### config.mk
export PLATFORM = sky130hd
export DESIGN_NAME = curvature_edge_pixel_interpolator
export DESIGN_NICKNAME = d
export VERILOG_FILES = /design/src/cepi_pkg.sv /design/src/cepi_edge_rule.sv /design/src/cepi_curv_rule.sv /design/src/curvature_edge_pixel_interpolator.sv
export SDC_FILE = /design/constraint.sdc
export NUM_CORES = 1
export LEC_CHECK = 0
export BUFFER_PORTS_ARGS = -buffer_cell sky130_fd_sc_hd__buf_2
export CORE_ASPECT_RATIO = 2
export CORE_MARGIN = 2
export CORE_UTILIZATION = 52
export CTS_BUF_LIST = sky130_fd_sc_hd__clkbuf_8
export DETAILED_ROUTE_END_ITERATION = 8
export PLACE_DENSITY = 0.76
export SKIP_LAST_GASP = 1
export SYNTH_ARGS = -nofsm -noshare
export SYNTH_HDL_FRONTEND = slang
export SYNTH_SLANG_ARGS = --single-unit
### constraint.sdc
create_clock -name i_clk -period 12.7 [get_ports i_clk]
set_clock_uncertainty 0.15 [all_clocks]
set_input_delay 0.635 -clock i_clk [delete_from_list [all_inputs] [get_ports i_clk]]
set_output_delay 0.635 -clock i_clk [all_outputs]
set_load 0.03 [all_outputs]
### src/cepi_pkg.sv
`default_nettype none
// ----------------------------------------------------------------------------
// cepi_pkg
// shared types and constants of the curvature edge pixel interpolator
// ----------------------------------------------------------------------------
package cepi_pkg;

    // configuration port
    localparam int CFG_IDX_W  = 1;
    localparam int CFG_DATA_W = 8;

    // register indexes
    localparam logic [CFG_IDX_W-1:0] REG_EDGE_ENABLE = 1'b0;
    localparam logic [CFG_IDX_W-1:0] REG_THRESHOLD   = 1'b1;

    // threshold register
    localparam int               THRESH_W     = 8;
    localparam logic [THRESH_W-1:0] THRESH_RESET = 8'd30;

    // outcome of the edge-directed test
    typedef struct packed {
        logic hit;      // edge rule decides this item
        logic pick_a;   // pair a has the smaller contrast
    } t_edge_dec;

endpackage
`default_nettype wire

### src/cepi_edge_rule.sv
`default_nettype none
// ----------------------------------------------------------------------------
// cepi_edge_rule
// edge-directed shortcut: contrast difference test with flat-area exception
// ----------------------------------------------------------------------------
module cepi_edge_rule #(
    parameter int PIXEL_BITS = 8
) (
    input  wire logic [PIXEL_BITS-1:0]             i_a_first,
    input  wire logic [PIXEL_BITS-1:0]             i_a_second,
    input  wire logic [PIXEL_BITS-1:0]             i_b_first,
    input  wire logic [PIXEL_BITS-1:0]             i_b_second,
    input  wire logic [PIXEL_BITS:0]               i_sum_a,
    input  wire logic [PIXEL_BITS:0]               i_sum_b,
    input  wire logic                              i_edge_enable,
    input  wire logic [cepi_pkg::THRESH_W-1:0]     i_threshold,
    output cepi_pkg::t_edge_dec                    o_dec
);

    logic [PIXEL_BITS-1:0] con_a;
    logic [PIXEL_BITS-1:0] con_b;
    logic [PIXEL_BITS-1:0] con_diff;
    logic [PIXEL_BITS:0]   sum_diff;
    logic [PIXEL_BITS-1:0] tm;
    logic [PIXEL_BITS:0]   tm2;
    logic                  flat;

    always_comb begin
        con_a    = (i_a_first > i_a_second) ? (i_a_first - i_a_second)
                                            : (i_a_second - i_a_first);
        con_b    = (i_b_first > i_b_second) ? (i_b_first - i_b_second)
                                            : (i_b_second - i_b_first);
        con_diff = (con_a > con_b) ? (con_a - con_b) : (con_b - con_a);
        sum_diff = (i_sum_a > i_sum_b) ? (i_sum_a - i_sum_b) : (i_sum_b - i_sum_a);
        tm       = PIXEL_BITS'(i_threshold);
        tm2      = (PIXEL_BITS + 1)'({i_threshold, 1'b0});
        // low contrast on both pairs and similar means: leave it to curvature
        flat     = (con_a < tm) && (con_b < tm) && (sum_diff < tm2);
        o_dec.hit    = i_edge_enable && (con_diff >= tm) && !flat;
        o_dec.pick_a = (con_a < con_b);
    end

endmodule
`default_nettype wire

### src/cepi_curv_rule.sv
`default_nettype none
// ----------------------------------------------------------------------------
// cepi_curv_rule
// second-derivative comparison between the two candidate directions
// ----------------------------------------------------------------------------
module cepi_curv_rule #(
    parameter int PIXEL_BITS = 8
) (
    input  wire logic [PIXEL_BITS-1:0] i_far_a [4],
    input  wire logic [PIXEL_BITS-1:0] i_far_b [4],
    input  wire logic [PIXEL_BITS:0]   i_sum_a,
    input  wire logic [PIXEL_BITS:0]   i_sum_b,
    output logic                       o_pick_a
);

    localparam int HW = PIXEL_BITS + 4;

    logic [PIXEL_BITS+1:0] far_sum_a;
    logic [PIXEL_BITS+1:0] far_sum_b;
    logic signed [HW-1:0]  h_a;
    logic signed [HW-1:0]  h_b;
    logic [HW-2:0]         mag_a;
    logic [HW-2:0]         mag_b;

    always_comb begin
        far_sum_a = (PIXEL_BITS + 2)'(i_far_a[0]) + (PIXEL_BITS + 2)'(i_far_a[1])
                  + (PIXEL_BITS + 2)'(i_far_a[2]) + (PIXEL_BITS + 2)'(i_far_a[3]);
        far_sum_b = (PIXEL_BITS + 2)'(i_far_b[0]) + (PIXEL_BITS + 2)'(i_far_b[1])
                  + (PIXEL_BITS + 2)'(i_far_b[2]) + (PIXEL_BITS + 2)'(i_far_b[3]);
        // 3*s as s + 2*s
        h_a = signed'(HW'(far_sum_a)) + signed'(HW'(i_sum_a))
            - signed'(HW'(i_sum_b)) - signed'(HW'({i_sum_b, 1'b0}));
        h_b = signed'(HW'(far_sum_b)) + signed'(HW'(i_sum_b))
            - signed'(HW'(i_sum_a)) - signed'(HW'({i_sum_a, 1'b0}));
        mag_a = h_a[HW-1] ? (HW-1)'(-h_a) : h_a[HW-2:0];
        mag_b = h_b[HW-1] ? (HW-1)'(-h_b) : h_b[HW-2:0];
        // ties go to direction b
        o_pick_a = (mag_a < mag_b);
    end

endmodule
`default_nettype wire

### src/curvature_edge_pixel_interpolator.sv
`default_nettype none
// ----------------------------------------------------------------------------
// curvature_edge_pixel_interpolator
// one missing pixel of a doubled image from a 12-pixel neighbourhood
// ----------------------------------------------------------------------------
// Two-stage pipeline: the neighbourhood is captured in an input register, the
// edge and curvature decisions and the rounded pair mean are worked out in one
// combinational pass, and the pixel sits in an output register until taken.
// One item is accepted per clock while o_ready is high. o_valid rises once the
// item has passed from the input register into the output register. Either
// stage moves on whenever the stage after it is empty or being emptied, so a
// waiting result blocks the next item only once the input register is full.
// Configuration (index 0 edge_enable, index 1 threshold) is written through
// i_cfg_we and takes effect for items processed afterwards.
module curvature_edge_pixel_interpolator #(
    parameter int PIXEL_BITS = 8
) (
    input  wire logic                              i_clk,
    input  wire logic                              i_rst_n,
    input  wire logic                              i_cfg_we,
    input  wire logic [cepi_pkg::CFG_IDX_W-1:0]    i_cfg_idx,
    input  wire logic [cepi_pkg::CFG_DATA_W-1:0]   i_cfg_data,
    input  wire logic                              i_valid,
    output logic                                   o_ready,
    input  wire logic [PIXEL_BITS-1:0]             i_near_a_first,
    input  wire logic [PIXEL_BITS-1:0]             i_near_a_second,
    input  wire logic [PIXEL_BITS-1:0]             i_near_b_first,
    input  wire logic [PIXEL_BITS-1:0]             i_near_b_second,
    input  wire logic [PIXEL_BITS-1:0]             i_far_a_0,
    input  wire logic [PIXEL_BITS-1:0]             i_far_a_1,
    input  wire logic [PIXEL_BITS-1:0]             i_far_a_2,
    input  wire logic [PIXEL_BITS-1:0]             i_far_a_3,
    input  wire logic [PIXEL_BITS-1:0]             i_far_b_0,
    input  wire logic [PIXEL_BITS-1:0]             i_far_b_1,
    input  wire logic [PIXEL_BITS-1:0]             i_far_b_2,
    input  wire logic [PIXEL_BITS-1:0]             i_far_b_3,
    output logic                                   o_valid,
    input  wire logic                              i_ready,
    output logic [PIXEL_BITS-1:0]                  o_interpolated_pixel
);

    logic                                r_edge_enable;
    logic [cepi_pkg::THRESH_W-1:0]       r_threshold;

    logic                                r_s1_valid;
    logic [PIXEL_BITS-1:0]               r_a_first;
    logic [PIXEL_BITS-1:0]               r_a_second;
    logic [PIXEL_BITS-1:0]               r_b_first;
    logic [PIXEL_BITS-1:0]               r_b_second;
    logic [PIXEL_BITS-1:0]               r_far_a [4];
    logic [PIXEL_BITS-1:0]               r_far_b [4];

    logic                                r_out_valid;
    logic [PIXEL_BITS-1:0]               r_pixel;
    logic [PIXEL_BITS-1:0]               n_pixel;

    logic                                s1_load;
    logic                                s2_load;
    logic [PIXEL_BITS:0]                 sum_a;
    logic [PIXEL_BITS:0]                 sum_b;
    logic [PIXEL_BITS:0]                 chosen;
    logic [PIXEL_BITS+1:0]               rounded;
    logic                                curv_pick_a;
    cepi_pkg::t_edge_dec                 edge_dec;

    // configuration registers
    always_ff @(posedge i_clk) begin
        if (!i_rst_n) begin
            r_edge_enable <= 1'b0;
            r_threshold   <= cepi_pkg::THRESH_RESET;
        end else if (i_cfg_we) begin
            case (i_cfg_idx)
                cepi_pkg::REG_EDGE_ENABLE: r_edge_enable <= i_cfg_data[0];
                cepi_pkg::REG_THRESHOLD:   r_threshold   <= i_cfg_data[cepi_pkg::THRESH_W-1:0];
                default: ;
            endcase
        end
    end

    // handshake
    assign s2_load = r_s1_valid && (!r_out_valid || i_ready);
    assign o_ready = !r_s1_valid || s2_load;
    assign s1_load = i_valid && o_ready;

    always_ff @(posedge i_clk) begin
        if (!i_rst_n) begin
            r_s1_valid  <= 1'b0;
            r_out_valid <= 1'b0;
        end else begin
            if (o_ready) begin
                r_s1_valid <= i_valid;
            end
            if (!r_out_valid || i_ready) begin
                r_out_valid <= r_s1_valid;
            end
        end
    end

    // input register
    always_ff @(posedge i_clk) begin
        if (s1_load) begin
            r_a_first  <= i_near_a_first;
            r_a_second <= i_near_a_second;
            r_b_first  <= i_near_b_first;
            r_b_second <= i_near_b_second;
            r_far_a[0] <= i_far_a_0;
            r_far_a[1] <= i_far_a_1;
            r_far_a[2] <= i_far_a_2;
            r_far_a[3] <= i_far_a_3;
            r_far_b[0] <= i_far_b_0;
            r_far_b[1] <= i_far_b_1;
            r_far_b[2] <= i_far_b_2;
            r_far_b[3] <= i_far_b_3;
        end
    end

    assign sum_a = (PIXEL_BITS + 1)'(r_a_first) + (PIXEL_BITS + 1)'(r_a_second);
    assign sum_b = (PIXEL_BITS + 1)'(r_b_first) + (PIXEL_BITS + 1)'(r_b_second);

    cepi_edge_rule #(
        .PIXEL_BITS    (PIXEL_BITS)
    ) u_edge (
        .i_a_first     (r_a_first),
        .i_a_second    (r_a_second),
        .i_b_first     (r_b_first),
        .i_b_second    (r_b_second),
        .i_sum_a       (sum_a),
        .i_sum_b       (sum_b),
        .i_edge_enable (r_edge_enable),
        .i_threshold   (r_threshold),
        .o_dec         (edge_dec)
    );

    cepi_curv_rule #(
        .PIXEL_BITS (PIXEL_BITS)
    ) u_curv (
        .i_far_a    (r_far_a),
        .i_far_b    (r_far_b),
        .i_sum_a    (sum_a),
        .i_sum_b    (sum_b),
        .o_pick_a   (curv_pick_a)
    );

    always_comb begin
        if (edge_dec.hit) begin
            chosen = edge_dec.pick_a ? sum_a : sum_b;
        end else begin
            chosen = curv_pick_a ? sum_a : sum_b;
        end
        // rounded mean, (sum + 1) >> 1
        rounded = (PIXEL_BITS + 2)'(chosen) + (PIXEL_BITS + 2)'(1);
        n_pixel = rounded[PIXEL_BITS:1];
    end

    // output register
    always_ff @(posedge i_clk) begin
        if (s2_load) begin
            r_pixel <= n_pixel;
        end
    end

    assign o_valid              = r_out_valid;
    assign o_interpolated_pixel = r_pixel;

endmodule
`default_nettype wire
-- Word level (Yosys, flattened, before mapping)
Index checks and enable logic that the tools add are counted.
- bits in registers: 115
- bits of input ports: 110
- word-level logic and storage cells: 75
- $add $sub $neg: 25
- magnitude comparators: 10
- multiplexer cells: 9
- bitwise operators: 1
- reductions and logical operators: 13
- operators by type and width (kind ; count):
    8-bit subtractor ; 6
    10-bit by 8-bit adder with 10-bit output ; 4
    8-bit by 8-bit adder with 9-bit output ; 4
    9-bit 2-to-1 mux ; 4
    8-bit greater-than comparator ; 3
    8-bit < comparator ; 3
    8-bit 2-to-1 mux ; 3
    12-bit by 10-bit subtractor with 12-bit output ; 2
    12-bit by 11-bit subtractor with 12-bit output ; 2
    10-bit by 9-bit adder with 11-bit output ; 2
    11-bit 2-to-1 mux ; 2
    11-bit negation ; 2
    9-bit subtractor ; 2
    11-bit < comparator ; 1
    9-bit by 1-bit adder with 9-bit output, second input constant ; 1
    9-bit greater-than comparator ; 1
    9-bit < comparator ; 1
    8-bit >= comparator ; 1
    1-bit logical AND ; 6
    2-bit AND reduction ; 2
    1-bit zero test ; 3
    1-bit logical OR ; 2
    1-bit inverter ; 1

-- Logic depth before layout (Yosys ltp)
Gate-level depths: netlist of the first run.
- depth in word-level cells: 12
- gate-level depth with buffers: 45

-- Modules after synthesis
Synthesis of the first run repeated with hierarchy kept, for this count alone.
- cells, all modules: 1126
- area total of the unflattened synthesis: 11529.8 um^2
- modules (own cells, without submodules) (module ; instances ; cells an instance ; area each (um^2) ; sequential area each (um^2)):
    curvature_edge_pixel_interpolator ; 1 ; 271 ; 4464.3 ; 3343.2
    cepi_curv_rule ; 1 ; 419 ; 3761.1 ; 0.0
    cepi_edge_rule ; 1 ; 436 ; 3304.4 ; 0.0

-- Worst setup path after synthesis of the first run
Ideal clock, no wire load.
- path type: reg-to-reg
- from: register r_far_b[16] (netlist name)
- to: register r_pixel[7], in the netlist o_interpolated_pixel[7], data pin
- library setup time: 0.279 ns
- arrival time: 8.487 ns
- setup slack: 3.784 ns
- stages on the path, launching flop included: 43
- buffers on the path: 0
- cells stage by stage: edfxtp_1 -> ha_1 -> inv_1 -> fa_1 -> fa_1 -> inv_1 -> ha_1 -> inv_1 -> fa_1 -> inv_1 -> ha_1 -> a21o_1 -> a21oi_1 -> o21bai_1 -> a21oi_1 -> nor2b_1 -> o21a_1 -> o21a_1 -> [7 not listed] -> inv_1 -> a31oi_1 -> xor2_1 -> ha_1 -> nand2_1 -> nor2_1 -> o21ai_0 -> nor2_1 -> o211a_1 -> nor2_1 -> mux2i_2 -> mux2i_1 -> ha_1 -> nand2_1 -> or3_1 -> a2111oi_0 -> xor2_1 -> mux2i_1
- cells in the longest elaborated chain, start to end: 12
- RTL lines (element ; RTL line ; source):
    start: declaration ; curvature_edge_pixel_interpolator.sv:51 ; logic [PIXEL_BITS-1:0] r_far_b [4];
    8-bit by 8-bit adder with 9-bit output (*) ; cepi_curv_rule.sv:28 ; far_sum_b = (PIXEL_BITS + 2)'(i_far_b[0]) + (PIXEL_BITS + 2)'(i_far_b[1])
    10-bit by 8-bit adder with 10-bit output (*) (2 in a row) ; cepi_curv_rule.sv:29 ; + (PIXEL_BITS + 2)'(i_far_b[2]) + (PIXEL_BITS + 2)'(i_far_b[3]);
    10-bit by 9-bit adder with 11-bit output (*) ; cepi_curv_rule.sv:33 ; h_b = signed'(HW'(far_sum_b)) + signed'(HW'(i_sum_b))
    12-bit by 10-bit subtractor with 12-bit output (*) ; cepi_curv_rule.sv:34 ; - signed'(HW'(i_sum_a)) - signed'(HW'({i_sum_a, 1'b0}));
    12-bit by 11-bit subtractor with 12-bit output (*) ; cepi_curv_rule.sv:34 ;
    11-bit negation ; cepi_curv_rule.sv:36 ; mag_b = h_b[HW-1] ? (HW-1)'(-h_b) : h_b[HW-2:0];
    11-bit 2-to-1 mux (*) ; cepi_curv_rule.sv:36 ;
    11-bit < comparator (*) ; cepi_curv_rule.sv:38 ; o_pick_a = (mag_a < mag_b);
    9-bit 2-to-1 mux (*) ; curvature_edge_pixel_interpolator.sv:148 ; chosen = curv_pick_a ? sum_a : sum_b;
    9-bit 2-to-1 mux (*) ; curvature_edge_pixel_interpolator.sv:145 ; if (edge_dec.hit) begin
    9-bit by 1-bit adder with 9-bit output (*) ; curvature_edge_pixel_interpolator.sv:151 ; rounded = (PIXEL_BITS + 2)'(chosen) + (PIXEL_BITS + 2)'(1);
    net rounded[8] ; curvature_edge_pixel_interpolator.sv:62 ; logic [PIXEL_BITS+1:0] rounded;
    end signal: assignment ; curvature_edge_pixel_interpolator.sv:158 ; r_pixel <= n_pixel;
    end: declaration ; curvature_edge_pixel_interpolator.sv:54 ; logic [PIXEL_BITS-1:0] r_pixel;
The timed path passes the listed nets; every way through them passes the cells marked *.
A chain may end at the register's enable or synchronous reset.

-- Worst setup path after layout of the first run
Same ends and word-level chain as after synthesis.

==> results of run 1 <==
[flip-flops by register name, summed over array words and instances (netlist names)]
register,flops
r_far_a,32
r_far_b,32
o_interpolated_pixel,8
r_a_first,8
r_a_second,8
r_b_first,8
r_b_second,8
r_threshold,8
o_valid,1
r_edge_enable,1
r_s1_valid,1
[per-layer routing]
layer  vias to the layer above  GRT usage [%]  share of wire, %
met5                         -              0                 0
met4                         0           16.4               7.0
met3                        85           4.22               3.9
met2                       272           43.0                54
met1                      4421           23.0                36
li1                       4690              -                 -
[layout make-up]
type | instances | share of cell area, %
Antenna cell | 1 | 0.0185
Clock buffer | 17 | 1.73
Tap cell | 283 | 2.62
Clock inverter | 12 | 1.23
Sequential cell | 115 | 24.7
Timing Repair Buffer | 127 | 4.85
Multi-Input combinational cell | 930 | 58.7
Inverter | 220 | 6.11
[cell families after synthesis]
logic type	count (synthesis)
adders and majority gates	243
xor gates and xnor gates	113
muxes	40
buffers and inverters	236
DFF	115
AOI/OAI and AO/OA	289
and+or+nand+nor	245
[worst max-delay path by stage]
stage	start	end	slack [ns]	cells after the start
floorplan	r_far_b[16]	o_interpolated_pixel[7]	3.78	42
global placement	r_far_b[16]	o_interpolated_pixel[7]	3.04	42
detailed placement	r_far_b[16]	o_interpolated_pixel[7]	2.70	42
CTS	r_far_b[16]	o_interpolated_pixel[7]	2.66	42
global route	r_far_b[16]	o_interpolated_pixel[7]	1.81	42
finish	r_far_b[16]	o_interpolated_pixel[7]	2.57	42
[through the flow]
step	instance area, µm²	setup slack [ns]	cells
6_report	13500	2.57	1705
2_1_floorplan	12200	3.78	1281
3_3_place_gp	13100	3.04	1675
5_1_grt	13500	1.81	1705
4_1_cts	13500	2.66	1704
3_5_place_dp	13100	2.70	1675
[critical path, delay by kind of cell (launching register included)]
kind	cells	cell delay (ns)
compound gates	13	3.05
xor+xnor	2	0.31
fa+ha+maj	10	3.49
buf+inv	5	0.40
flops	1	0.37
mux	3	0.91
simple gates	9	1.19
[placed cells by master (no fill, tap or decap), types with 4 or more instances in the layout]
cell	instances
o31ai_1	4
nand2b_1	11
o21ai_0	50
bufinv_16	4
a21o_1	29
inv_1	219
fa_1	48
buf_2	119
nor4_1	7
nand4_1	11
a21boi_0	7
nor2b_1	17
and3_1	5
nand2_1	51
or3_1	5
a211oi_1	10
a31oi_1	9
xnor2_1	74
nand3_1	22
buf_4	8
and2_1	5
dfxtp_1	11
mux2i_1	24
o211ai_1	6
edfxtp_1	104
clkbuf_8	17
mux2_2	15
ha_1	195
nor2_1	78
o21a_1	13
xor2_1	39
o31a_1	4
o21bai_1	19
nor3_1	19
a21oi_1	91
==> results.md, run 1 <==
* Max-cap violations at 0
* Ports at 120
* Fin crit period at 10.13 ns
* Max FO, Critical Path at 9
* Reg2Reg Depth at 42
* CORE AREA at 0.0231 mm²
* Flops & latches, synth at 115
* Largest area contributor in the netlist: edfxtp_1
* Gr usage total at 23.2%
* Nets at 1764
* DR vias/cell at 5.55
* Xor and xnor area share after synthesis at 8.13%
* Worst Hold Class: primary input to flip-flop
* Reg clk slew, reported paths at 0.08 ns
* FP Rows at 79
* IO buf count at 119
* YS warnings at 0
* Worst EP required at 12.75 ns
* Setup violations, final at 0
* Slowest CP cell: o41ai_2
* Setup TNS Final at 0 ns
* Crit end category: flip-flop
* Layout cell share with drive strength beyond 1 at 13.2%
* Die area at 0.0247 mm²
* Antenna viol nets, final at 0
* Postcts setup bufs at 0
* Most used standard cell by instance count after synthesis: inv_1
* Root Buffer: clkbuf_8
* Unique masters post-synth at 76
* Total CTS buffers at 17
* DP HPWL at 23.4 mm
* DR vias at 9468
* Adder-Cell Fraction of Synth Area at 27.9%
* Max incr delay on CP at 0.63 ns
* Worst-Skew Late Latency at 0.48 ns
* Initial Util at 52.6%
* # hold bufs at CTS at 0
* Clock sink count at 115
* Synth async-reset ratio at 0%
* Simple-gate share of the synthesized area at 9.73%
* Syn avg cell area at 9.50 µm²
* Net Count, Synth at 1634
* Gpl congestion at 0.996
* Initial antenna violation count at 1
* Initial DRC Count at 336
* Total Routed Length at 28.1 mm
* CTS tree: yes
* Area delta synth->final at 11.0%
* Die Span Y at 220 µm
* Pre-Repair DR Iteration Count at 7
* # resized after CTS at 0
* Grt ovf at 0
* Primary FF master, synth: edfxtp_1
* Reg area at 0.00334 mm²
* Crit path DAT at 10.18 ns
* Fin Hold WS at 0.174 ns
* Reg2reg end: o_interpolated_pixel[7]
* Outcome: finished clean
* Slew Viols, Final at 0
* Final period utilization at 79.8%
* Critical path launch point type: flip-flop
* Top area cells in the synthesized netlist: edfxtp_1, ha_1, fa_1, inv_1, xnor2_1
* Pin count of the biggest net entering global routing at 57
* Final Core Density at 58.4%
* Fillers at 2087
* Clock Tree Buf Depth at 2
* Die W at 112 µm
* Sequential area share after synthesis at 27.5%
* Cell mode on critical path: ha_1
* Drt drc at 0
* Yosys top cell area share at 25.7%
* Multi-input gate area at 0.00793 mm²
* H-tree depth at 4
* Vias in the first global route at 9543
* EDFF count, synth at 104
* Worst slew margin at 37.0%
* Global-route wire length before repair at 44.9 mm
* Crit Path Class: flip-flop to flip-flop
* Post-synthesis cell count at 1281
* Worst Hold End: r_far_b[6]
* Largest family of logic cells by synthesized area: adder cells
* Final hold vios at 0
* Post-synthesis compound-gate area fraction at 15.8%
* RSZ-0062 raised after global routing: no
* Hold path depth at 1
* Slew @ Worst Pin at 0.938 ns
* Netlist Area Pre-Place at 0.0122 mm²
* Max Clk Rate at 98.7 MHz
* Mux cell area share after synthesis at 3.48%
* WL/cell at 16.5 µm
* Worst hold path startpoint: i_far_b_3[6]
* R2r setup slk at 2.57 ns
* Worst reg2reg path startpoint: r_far_b[16]
* Most frequent cells after synthesis: inv_1, ha_1, edfxtp_1
Power of run 1 is not shown: default switching activity piles up to over one toggle a cycle in this logic, so the estimate is an artifact.
==> run 2, diff against run 1 <==
Settings changed: PLACE_DENSITY 0.76 to 0.78.
Clock period 12.7 ns to 8.7 ns, I/O delays scaled along.
==> run 2 against run 1 <==
The run now ends with setup timing left. Sequential cell count is the same. Critical path depth grew 2. Sequential share of layout area shrank 3.5 points. Final cell count grew 12%. Count of clock-buffer cells in the layout is the same. Non-clock buffer count grew 199. Die area is the same. Core utilization grew 9.7 points.
==> results.md, run 2 (same netlist as run 1, synthesis figures left out) <==
* Crit path DAT at 9.03 ns (-1.15 ns)
* Pin count of the biggest net entering global routing at 65 (+14%)
* Die W at 112 µm (unchanged)
* CORE AREA at 0.0231 mm² (unchanged)
* RSZ-0062 raised after global routing: yes
* DR vias/cell at 5.71 (+2.8%)
* Final period utilization at 103% (+23 points)
* Vias in the first global route at 11600 (+21%)
* Antenna viol nets, final at 0 (unchanged)
* Pre-Repair DR Iteration Count at 7 (unchanged)
* Worst-Skew Late Latency at 0.51 ns (+0.03 ns)
* Clock Tree Buf Depth at 2 (unchanged)
* DR vias at 10900 (+15%)
* Failing checks: setup timing
* CTS tree: yes
* Setup violations, final at 3 (+3)
* Ports at 120 (unchanged)
* Drt drc at 0 (unchanged)
* Clock sink count at 115 (unchanged)
* Worst EP required at 8.80 ns (-3.95 ns)
* Die Span Y at 220 µm (unchanged)
* Nets at 1963 (+11%)
* Max incr delay on CP at 0.59 ns (-0.04 ns)
* Worst Hold Class: primary input to flip-flop
* DR WL met3 at 1.69 mm (+53%)
* Die area at 0.0247 mm² (unchanged)
* Gpl congestion at 0.977 (-1.9%)
* Largest regs: r_far_a x32, r_far_b x32
* Placed Cells at 1744 (+4.1%)
* Layout cell share with drive strength beyond 1 at 23.8% (+11 points)
* Outcome: finished, violations left
* Max FO, Critical Path at 5 (-4)
* Gr usage total at 29.4% (+6.2 points)
* Finished Layout Cells at 1904 (+12%)
* Metal2 WL at 20.3 mm (+35%)
* Final hold vios at 0 (unchanged)
* Crit end category: flip-flop
* Final WS setup at -0.228 ns (-2.80 ns)
* Initial DRC Count at 550 (+64%)
* Total CTS buffers at 17 (unchanged)
* FP Rows at 79 (unchanged)
* Highest routing layer actually used: met4
* Initial Util at 52.6% (unchanged)
* Worst slew margin at 24.2% (-13 points)
* Crit Path Class: flip-flop to flip-flop
* Fin crit period at 8.93 ns (-1.20 ns)
* IO buf count at 119 (unchanged)
* Max-cap violations at 0 (unchanged)
* Slew Viols, Final at 0 (unchanged)
* Reg clk slew, reported paths at 0.08 ns (about the same)
* Critical path launch point type: flip-flop
* WL met1 at 11.1 mm (+11%)
* Global-route wire length before repair at 55.8 mm (+24%)
* Root Buffer: clkbuf_8
* Commonest non-fill, non-tap cell in the layout: inv_1
* H-tree depth at 4 (unchanged)
* WL/cell at 19.2 µm (+16%)
* Hold path depth at 3 (+2)
* Area delta synth->final at 29.5%
* Slew @ Worst Pin at 1.13 ns (+0.197 ns)
* DP HPWL at 26.0 mm (+11%)
* Initial antenna violation count at 1 (unchanged)
* Commonest cells after routing, fill and taps aside: inv_1, ha_1, buf_2
* Grt ovf at 0 (unchanged)
* Slowest CP cell: fa_1
* Total Routed Length at 36.5 mm (+30%)
* Max Clk Rate at 112 MHz (+13%)
* Reg2Reg Depth at 44 (+4.8%)
* Fillers at 1757 (-16%)
==> run 2: cell count changes in the layout (fill, tap and decap cells not counted), sizes merged <==
cell         previous run  this run
bufinv                  4         3
clkinvlp                1         3
buf                   127       229
dlygate4sd3             0        97
clkinv                  7         6
==> run 2: per-layer routing <==
metal / track usage (%) / vias to the layer above
met3: 4.88 / 213
met2: 58.3 / 424
met4: 24.6 / 0
met5: 0 / -
li1: - / 5103
met1: 24.4 / 5131
==> run 2: per-stage QoR <==
stage	area (µm²)	setup TNS, ns	worst slack [ns]	hold WS (ns)	utilization (%)
after floorplan	12200	0	0.000504	0.293	-
after global placement	13600	-0.889	-0.302	0.308	59.0
after detailed placement	13600	-1.90	-0.572	0.314	59.0
after CTS	15500	0	0.00121	0.0161	67.0
after global routing	15800	-1.92	-0.574	0.0484	68.2
final	15800	-0.561	-0.228	0.0292	68.2
==> run 2: layout make-up <==
| cell class | instances | area (µm²) | area share, % |
|---|---|---|---|
| multi-input cells | 930 | 8450 | 53.6 |
| flip-flops and latches | 115 | 3340 | 21.2 |
| repair buffers | 326 | 2410 | 15.3 |
| inverters | 220 | 828 | 5.25 |
| well taps | 283 | 354 | 2.25 |
| clock buffers | 17 | 234 | 1.48 |
| clock inverters | 12 | 143 | 0.905 |
| diodes | 1 | 2.50 | 0.0159 |
==> run 2: path summary, 6_finish.rpt <==
kind	startpoint	end	slack [ns]
hold reg to reg	r_threshold[6]	r_threshold[6]	0.32
setup / recovery	r_far_a[24]	o_interpolated_pixel[7]	-0.23
setup reg to reg	r_far_a[24]	o_interpolated_pixel[7]	-0.23
hold / removal	i_cfg_data[1]	r_threshold[1]	0.03
==> run 2: repair_timing <==
item / 4_1_cts / 5_1_grt
cloned: 1 / 0
buffers inserted: 18 / 14
hold endpoints to repair: 97 / 0
setup endpoints to repair: 4 / 4
hold buffers: 97 / 0
pin swaps: 66 / 18
resized for setup: 81 / 48
==> run 2: worst max-delay path, delay by kind of cell, from the launching register on <==
family          cells  cell delay (ns)
compound gates     13             2.05
fa+ha+maj          10             3.47
buf+inv             7             0.75
simple gates       10             1.34
xor+xnor            1             0.18
flops               1             0.38
mux                 3             0.39
Power of run 2 is left out for the same reason.
==> run 3, diff against run 2 <==
Settings changed: SETUP_SLACK_MARGIN set to 0.2.
==> run 3 against run 2 <==
The run still ends with setup timing left. Cell area down 2.1%. Critical path depth unchanged. Sequential cell count unchanged. Worst setup slack worse by 0.45 ns. Non-clock buffer count down 23. Largest cell class unchanged.
==> results.md, run 3 (same netlist as run 1, synthesis figures left out) <==
* Worst Hold End: r_s1_valid
* DP HPWL at 26.0 mm (-0.32%)
* Fin crit period at 9.38 ns (+0.451 ns)
* Root Buffer: clkbuf_8
* R2r setup slk at -0.68 ns (-0.45 ns)
* Slew Viols, Final at 0 (unchanged)
* H-tree depth at 4 (unchanged)
* Final hold vios at 0 (unchanged)
* Max FO, Critical Path at 5 (unchanged)
* Pre-Repair DR Iteration Count at 7 (unchanged)
* Final WS setup at -0.680 ns (-0.451 ns)
* Worst-Skew Late Latency at 0.50 ns (about the same)
* Slew @ Worst Pin at 1.05 ns (-0.0840 ns)
* CTS tree: yes
* Max incr delay on CP at 0.59 ns (about the same)
* Crit path DAT at 9.48 ns (+0.45 ns)
* Layout cell share with drive strength beyond 1 at 21.0% (-2.8 points)
* Die W at 112 µm (unchanged)
* Critical path launch point type: flip-flop
* Max Clk Rate at 107 MHz (-4.8%)
* Commonest cells after routing, fill and taps aside: inv_1, ha_1, buf_2
* Worst reg2reg path startpoint: r_far_b[16]
* Outcome: finished, violations left
* Vias in the first global route at 11800 (+1.6%)
* CORE AREA at 0.0231 mm² (unchanged)
* DR vias at 11000 (+1.3%)
* Initial DRC Count at 644 (+17%)
* Fin Hold WS at 0.0272 ns (-0.00201 ns)
* Clock Tree Buf Depth at 2 (unchanged)
* Crit end category: flip-flop
* Antenna fix cells at 0 (-1)
* Fillers at 1723 (-1.9%)
* DR vias/cell at 5.85 (+2.5%)
* Reg2reg end: o_interpolated_pixel[7]
* Ports at 120 (unchanged)
* IO buf count at 119 (unchanged)
* Worst EP required at 8.80 ns (about the same)
* Max-cap violations at 0 (unchanged)
* Global-route wire length before repair at 57.6 mm (+3.3%)
* Worst Hold Class: primary input to flip-flop
* Setup violations, final at 4 (+1)
* Gpl congestion at 0.971 (-0.67%)
* CP startpoint: r_far_b[16]
* WL/cell at 20.0 µm (+4.5%)
* Area delta synth->final at 26.8%
* Final period utilization at 108% (+5.2 points)
* FP Rows at 79 (unchanged)
* Hold path depth at 3 (unchanged)
* Commonest non-fill, non-tap cell in the layout: inv_1
* Die area at 0.0247 mm² (unchanged)
* Total Routed Length at 37.7 mm (+3.3%)
* Gr usage total at 30.6% (+1.2 points)
* Grt ovf at 0 (unchanged)
* Initial antenna violation count at 0 (-1)
* Clock sink count at 115 (unchanged)
* Crit Path Class: flip-flop to flip-flop
* Failing checks: setup timing
* Total CTS buffers at 17 (unchanged)
* Initial Util at 52.6% (unchanged)
* Drt drc at 0 (unchanged)
* Slowest CP cell: fa_1
* Antenna viol nets, final at 0 (unchanged)
* Reg clk slew, reported paths at 0.10 ns (+0.02 ns)
* Die Span Y at 220 µm (unchanged)
* RSZ-0062 raised after global routing: yes
* Worst hold path startpoint: i_valid
* Nets at 1940 (-1.2%)
* Worst slew margin at 30.0% (+5.8 points)
* Reg2Reg Depth at 44 (unchanged)
* Pin count of the biggest net entering global routing at 84 (+29%)
* Largest regs: r_far_a x32, r_far_b x32
run 3: cell count changes in the layout (fill, tap and decap cells not counted), moves of 4 or more:
cell     delta
buf_4      -21
a21oi_1     +8
a21oi_2     -6
inv_1       +6
buf_6       -5
ha_1        +4
ha_4        -4
inv_2       -4
inv_6       +4
run 3: stage by stage:
step	cell area, µm²	instances	TNS, ns	util [%]	setup slack (ns)
after global placement	13600	1726	0	58.7	0.0602
after global routing	15400	1883	-2.96	66.7	-0.885
after floorplan	12200	1281	0	-	0.246
final	15400	1883	-2.16	66.7	-0.680
after CTS	15200	1873	0	65.9	0.149
after detailed placement	13600	1726	-0.658	58.7	-0.242
run 3: cell type report:
cell class / instances / area, µm² / share of cell area, %
sequential: 115 / 3340 / 21.7
timing repair buffer: 303 / 2230 / 14.4
tap: 283 / 354 / 2.29
clock inverter: 15 / 173 / 1.12
multi-input combinational: 930 / 8270 / 53.6
inverter: 220 / 826 / 5.35
clock buffer: 17 / 234 / 1.52
run 3: worst max-delay path by stage:
stage / end / slack [ns]
2_1_floorplan: o_interpolated_pixel[7] / 0.25
3_3_place_gp: o_interpolated_pixel[1] / 0.06
3_5_place_dp: o_interpolated_pixel[7] / -0.24
4_1_cts: o_interpolated_pixel[7] / 0.15
5_1_grt: o_interpolated_pixel[7] / -0.88
6_report: o_interpolated_pixel[7] / -0.68
run 3: critical path, delay by kind of cell, from the launching register on:
kind / cells / cell delay, ns
buf+inv: 7 / 0.80
flops: 1 / 0.40
compound gates: 13 / 2.64
simple gates: 9 / 1.29
fa+ha+maj: 9 / 2.82
xor+xnor: 3 / 0.64
mux: 3 / 0.38
run 3: per-layer routing:
metal	global-route usage, %	part of all wire [%]	up-vias
met2	59.1	55	475
met1	24.9	30	5241
met4	28.8	11	0
met3	5.67	4.5	252
met5	0	0	-
li1	-	-	5047
run 3: repair_timing:
item | in CTS | in global routing
hold buffers | 100 | 0
endpoints found under the setup margin | 4 | 4
pin swaps | 30 | 30
hold endpoints to repair | 100 | 0
gates resized for setup | 45 | 31
cloned | 1 | 0
buffers inserted | 14 | 10
Power of run 3 is left out for the same reason.
